File: config.mk
export PLATFORM = sky130hd
export DESIGN_NAME = ppc_ctrl
export DESIGN_NICKNAME = d
export VERILOG_FILES = /design/src/rtl/ppc_pkg.sv /design/src/rtl/ppc_ctrl.sv
export SDC_FILE = /design/constraint.sdc
export NUM_CORES = 1
export LEC_CHECK = 0
export ABC_AREA = 1
export BUFFER_PORTS_ARGS = -buffer_cell sky130_fd_sc_hd__buf_4
export CAP_MARGIN = 15
export CORE_AREA = 2 2 54 56
export DETAILED_ROUTE_END_ITERATION = 12
export DIE_AREA = 0 0 56 58
export PLACE_DENSITY = 0.77
export SYNTH_ARGS = -nofsm -noshare
export SYNTH_HDL_FRONTEND = slang
export SYNTH_SLANG_ARGS = --single-unit
File: constraint.sdc
create_clock -name clk -period 1.2 [get_ports clk]
set_input_delay 0.18 -clock clk [delete_from_list [all_inputs] [get_ports clk]]
set_output_delay 0.18 -clock clk [all_outputs]
set_load 0.02 [all_outputs]
File: src/rtl/ppc_pkg.sv
// Shared types and constants for the polygon point containment block.
// Used by the controller, the datapath and the top level; no dependencies.
`timescale 1ns / 1ps
package ppc_pkg;
  localparam int MaxVertices = 256;
  localparam int CoordBits   = 16;
  localparam int AddrBits    = $clog2(MaxVertices);
  localparam int CountBits   = $clog2(MaxVertices + 1);
  localparam int VertBits    = 2 * CoordBits;
  localparam int MinPolyVerts = 3;

  localparam logic [1:0] OP_CLEAR  = 2'd0;
  localparam logic [1:0] OP_APPEND = 2'd1;
  localparam logic [1:0] OP_TEST   = 2'd2;

  typedef logic signed [CoordBits-1:0] coord_t;

  // Controller to datapath commands.
  typedef struct packed {
    logic                capture;   // take the request fields
    logic                do_clear;
    logic                do_append;
    logic                rd_en;     // issue a store read
    logic [AddrBits-1:0] rd_addr;
    logic                edge_prev; // latch read data as previous vertex
    logic                edge_eval; // evaluate one edge against the point
    logic                prod_eval; // finish the product compare of that edge
    logic                test_init; // clear crossing parity, latch gate
    logic                finish;    // load the output register
  } ppc_cmd_t;

  // Datapath to controller status.
  typedef struct packed {
    logic [1:0]           op;
    logic [CountBits-1:0] count;
    logic                 gate_ok;  // enough vertices and inside the box
  } ppc_stat_t;
endpackage

File: src/rtl/ppc_ctrl.sv
// Sequencer for the polygon point containment block: handshakes and the edge walk.
// Depends on ppc_pkg.
`timescale 1ns / 1ps
module ppc_ctrl (
  input  logic                 clk,
  input  logic                 rst_n,
  input  logic                 in_valid,
  output logic                 in_stall,
  output logic                 out_valid,
  input  logic                 out_stall,
  input  ppc_pkg::ppc_stat_t   stat,
  output ppc_pkg::ppc_cmd_t    cmd
);
  localparam logic [2:0] S_IDLE = 3'd0;
  localparam logic [2:0] S_DEC  = 3'd1;
  localparam logic [2:0] S_PREV = 3'd2;
  localparam logic [2:0] S_WALK = 3'd3;
  localparam logic [2:0] S_LAST = 3'd4;
  localparam logic [2:0] S_DONE = 3'd5;

  logic [2:0] state_r, state_nxt;
  logic [ppc_pkg::CountBits-1:0] idx_r, idx_nxt;
  logic out_valid_r, out_valid_nxt;

  logic [ppc_pkg::CountBits-1:0] last_idx;
  assign last_idx = stat.count - ppc_pkg::CountBits'(1);

  // Output register frees up when empty or being taken.
  logic out_free;
  assign out_free = !out_valid_r || !out_stall;
  assign in_stall = (state_r != S_IDLE);
  assign out_valid = out_valid_r;

  always_comb begin
    state_nxt     = state_r;
    idx_nxt       = idx_r;
    out_valid_nxt = out_valid_r;
    cmd           = '0;
    if (out_valid_r && !out_stall) out_valid_nxt = 1'b0;
    unique case (state_r)
      S_IDLE: begin
        if (in_valid) begin
          cmd.capture = 1'b1;
          state_nxt   = S_DEC;
        end
      end
      S_DEC: begin
        if (stat.op == ppc_pkg::OP_TEST && stat.gate_ok) begin
          cmd.rd_en   = 1'b1;
          cmd.rd_addr = last_idx[ppc_pkg::AddrBits-1:0];
          cmd.test_init = 1'b1;
          state_nxt   = S_PREV;
        end else begin
          cmd.do_clear  = (stat.op == ppc_pkg::OP_CLEAR);
          cmd.do_append = (stat.op == ppc_pkg::OP_APPEND);
          cmd.test_init = 1'b1;
          state_nxt     = S_DONE;
        end
      end
      S_PREV: begin
        cmd.edge_prev = 1'b1;
        cmd.rd_en     = 1'b1;
        cmd.rd_addr   = '0;
        idx_nxt       = ppc_pkg::CountBits'(1);
        state_nxt     = S_WALK;
      end
      S_WALK: begin
        // Read data holds vertex idx_r-1; evaluate its edge, fetch the next.
        cmd.edge_eval = 1'b1;
        cmd.prod_eval = 1'b1;
        if (idx_r == stat.count) begin
          state_nxt = S_LAST;
        end else begin
          cmd.rd_en   = 1'b1;
          cmd.rd_addr = idx_r[ppc_pkg::AddrBits-1:0];
          idx_nxt     = idx_r + ppc_pkg::CountBits'(1);
        end
      end
      S_LAST: begin
        // Product compare of the final edge settles here.
        cmd.prod_eval = 1'b1;
        state_nxt     = S_DONE;
      end
      S_DONE: begin
        if (out_free) begin
          cmd.finish    = 1'b1;
          out_valid_nxt = 1'b1;
          state_nxt     = S_IDLE;
        end
      end
      default: state_nxt = S_IDLE;
    endcase
  end

  always_ff @(posedge clk) begin
    if (!rst_n) begin
      state_r     <= S_IDLE;
      idx_r       <= '0;
      out_valid_r <= 1'b0;
    end else begin
      state_r     <= state_nxt;
      idx_r       <= idx_nxt;
      out_valid_r <= out_valid_nxt;
    end
  end
endmodule

==> key figures <==
Run status
  • Status: finished with violations
  • Failing checks: design-rule violations, negative setup slack

Setup path
  • Crit Path Class: reg -> out
  • Critical Path Source Type: flip-flop
  • Reg2reg setup slack: -0.59 ns
  • CP arrival: 1.64 ns
  • FF-to-FF Start: idx_r[3]
  • CP max FO: 6
  • Crit path launch: idx_r[3]
  • Worst Setup End Kind: output pin
  • Critical path required time: 1.02 ns

Worst hold path
  • Min-Delay Path Class: in -> reg
  • Hold path start: rst_n

Yosys
  • Post-Syn Instances: just under 200
  • Largest cells by area after synthesis: dfxtp_1 22%, nand2_1 12%, inv_1 11%, nand3_1 11%, nor2_1 5.8%
  • Share of flip-flops with an asynchronous set or reset: 0%
  • Syn Nets: between 200 and 250
  • Unique masters post-synth: 26
  • Cell Area, Synth: 1170 um^2
  • Top cell type's share of synthesized area: 22.3%
  • Flop and latch count out of synthesis: 13
  • Ys Warns: 0
  • Post-synth EDFFs: 0
  • Primary FF master, synth: dfxtp_1
  • Top cells by count, synth: 38 x nand2_1, 34 x inv_1, 25 x nand3_1
  • Sequential share of the synthesized area: 22.3%
  • Cell taking the most area after synthesis: dfxtp_1
  • Mapped Avg Cell Area: 6.02 um^2
  • Most common cell in the netlist: nand2_1

Drt
  • Drt via density: 5.75
  • DR vias: about 1800
  • # DRC: 1
  • First-pass iteration count of the detailed router: 11
  • DR WL/cell: 19.5 um
  • Initial DRC count: approximately 130
  • Final antenna-violating net count: 0
  • DRT Wirelength: 6.26 mm

Die
  • Row count: 19
  • # IOs: 35
  • Chip height: 58 um
  • Initial Utilization: 43.9%
  • Die area: approximately 3200 um^2
  • Total core area: 2660 um^2
  • Overall die width: 56 um

Clock tree
  • # hold bufs at CTS: 0
  • CTS Buf Count: 3
  • H-tree levels: 1
  • Deepest clock path buffer count: 2
  • CTS sink cnt: 13
  • Root buf cell: clkbuf_4
  • CTS tree: built
  • Clock slew at reported path FFs: 0.09 ns
  • Clk_lat worst skew: 0.29 ns

STA
  • Minimum clock period: ~1.8 ns
  • RSZ-0062 raised after global routing: yes
  • Clk_skew: 0.000976 ns
  • Setup slack after layout: -0.616 ns
  • Highest Clock Rate: between 0.5 and 0.6 GHz
  • Hold Vio Cnt, Final: 0
  • Slew HR: 59.2%
  • Worst-Margin Slew: 0.611 ns
  • Final-report max-slew violation count: 0
  • Setup violations, final: 30
  • Crit share post-route: 151%

Pwr
  • Leak: 0.00115 uW
  • PwrDens: 691 nW/um^2
  • Total power: 1710 uW
  • Maximum VDD drop: 1.15 mV

Global route
  • Met3 Usage GRT: 6.70%
  • First-pass GRT wire length: 7.25 mm
  • GRT Overall Usage: 28.3%
  • Largest net degree at the start of global routing: 12
  • Met2 GRT Util: 54.5%
  • GRT busiest layer: met2
  • Met1 Track Usage GR: roughly 31%
  • Number of global-route vias before repair: 1703
  • Gr ovfl total: 0
  • Antenna violations before repair: 0

Job
  • Max cap viols: 0

Cells and area
  • P&R area growth vs syn: 112%
  • Finished Layout Cells: 321
  • Share of layout cells above drive strength 1: 62.4%
  • Inserted Diodes: 0
  • Final core area utilization: 93.1%
  • Fin nets: 309

Placement
  • IO Port Bufs: 34
  • Inst Count DP: 297
  • GP Congestion: 0.825
  • HPWL after detailed placement: 2.92 mm
  • Place WS: -0.381 ns
==> cells by family after synthesis <==
logic type               Yosys count  synth area share, %
XOR/XNOR                          10                 7.49
AO/OA/AOI/OAI                     26                 12.6
buffers and inverters             45                 17.1
AND/OR/NAND/NOR                   98                 38.3
adder cells (fa/ha/maj)            2                 2.14
flip-flops                        13                 22.3
==> cells in the final DEF (no fill, tap or decap), drive strengths merged, types with 2 or more instances in the layout <==
cell	n
a21oi	12
o22ai	6
nor2	19
clkbuf	4
ha	2
o21ai	5
nor3	3
buf	101
dfxtp	13
xnor2	4
nand3	25
xor2	6
nand4	10
inv	35
nand2	40
==> registers in the layout (all words and copies together) (netlist names) <==
signal,cells
idx_r,9
state_r,3
out_valid,1
==> report_power, final <==
part           leakage (uW)  internal, uW  switching [uW]
combinational       0.00102           452             492
sequential         0.000111           450            24.9
clock             0.0000150           129             166
==> cell type report <==
type / count / area [um^2]
inverters: 36 / 156
well taps: 31 / 38.8
fillers: 102 / 183
multi-input cells: 136 / 1060
clock buffers: 4 / 26.3
repair buffers: 101 / 911
flip-flops and latches: 13 / 283
==> repair_timing <==
| item | 4_1_cts | 5_1_grt |
|---|---|---|
| endpoints found under the setup margin | 30 | 30 |
| pin swaps | 9 | 23 |
| resized for setup | 57 | 48 |
| setup buffers | 7 | 16 |
==> worst max-delay path, stage by stage, from the launching register on <==
cell and delay, ns:
dfxtp_4 0.39, nand2_1 0.08, nand2_2 0.08, nand3_2 0.09, nor2_2 0.14, nand2_2 0.10
nand2_4 0.11, buf_12 0.14, o22ai_4 0.07, buf_6 0.14
==> stage by stage <==
| stage | hold slack (ns) | setup TNS, ns | cell area (um^2) |
|---|---|---|---|
| after floorplan | 0.306 | -1.97 | 1340 |
| after global placement | 0.417 | -5.80 | 1930 |
| after detailed placement | 0.419 | -6.16 | 1930 |
| after CTS | 0.117 | -9.37 | 2200 |
| after global routing | 0.139 | -14.79 | 2480 |
| final | 0.138 | -13.06 | 2480 |
==> layer usage <==
metal | up-vias | wire length (um)
met1 | 888 | 2280
met2 | 107 | 3430
met4 | 0 | 197
met3 | 28 | 353
met5 | - | 0
li1 | 822 | -
==> path summary, 6_finish.rpt <==
path	end	depth (start not counted)
worst max-delay path	cmd[9]	9
worst min-delay path	state_r[0]	3
worst max register to register	idx_r[1]	12
worst min register to register	idx_r[6]	2
Note: power is estimated with default switching activity, not from simulation.
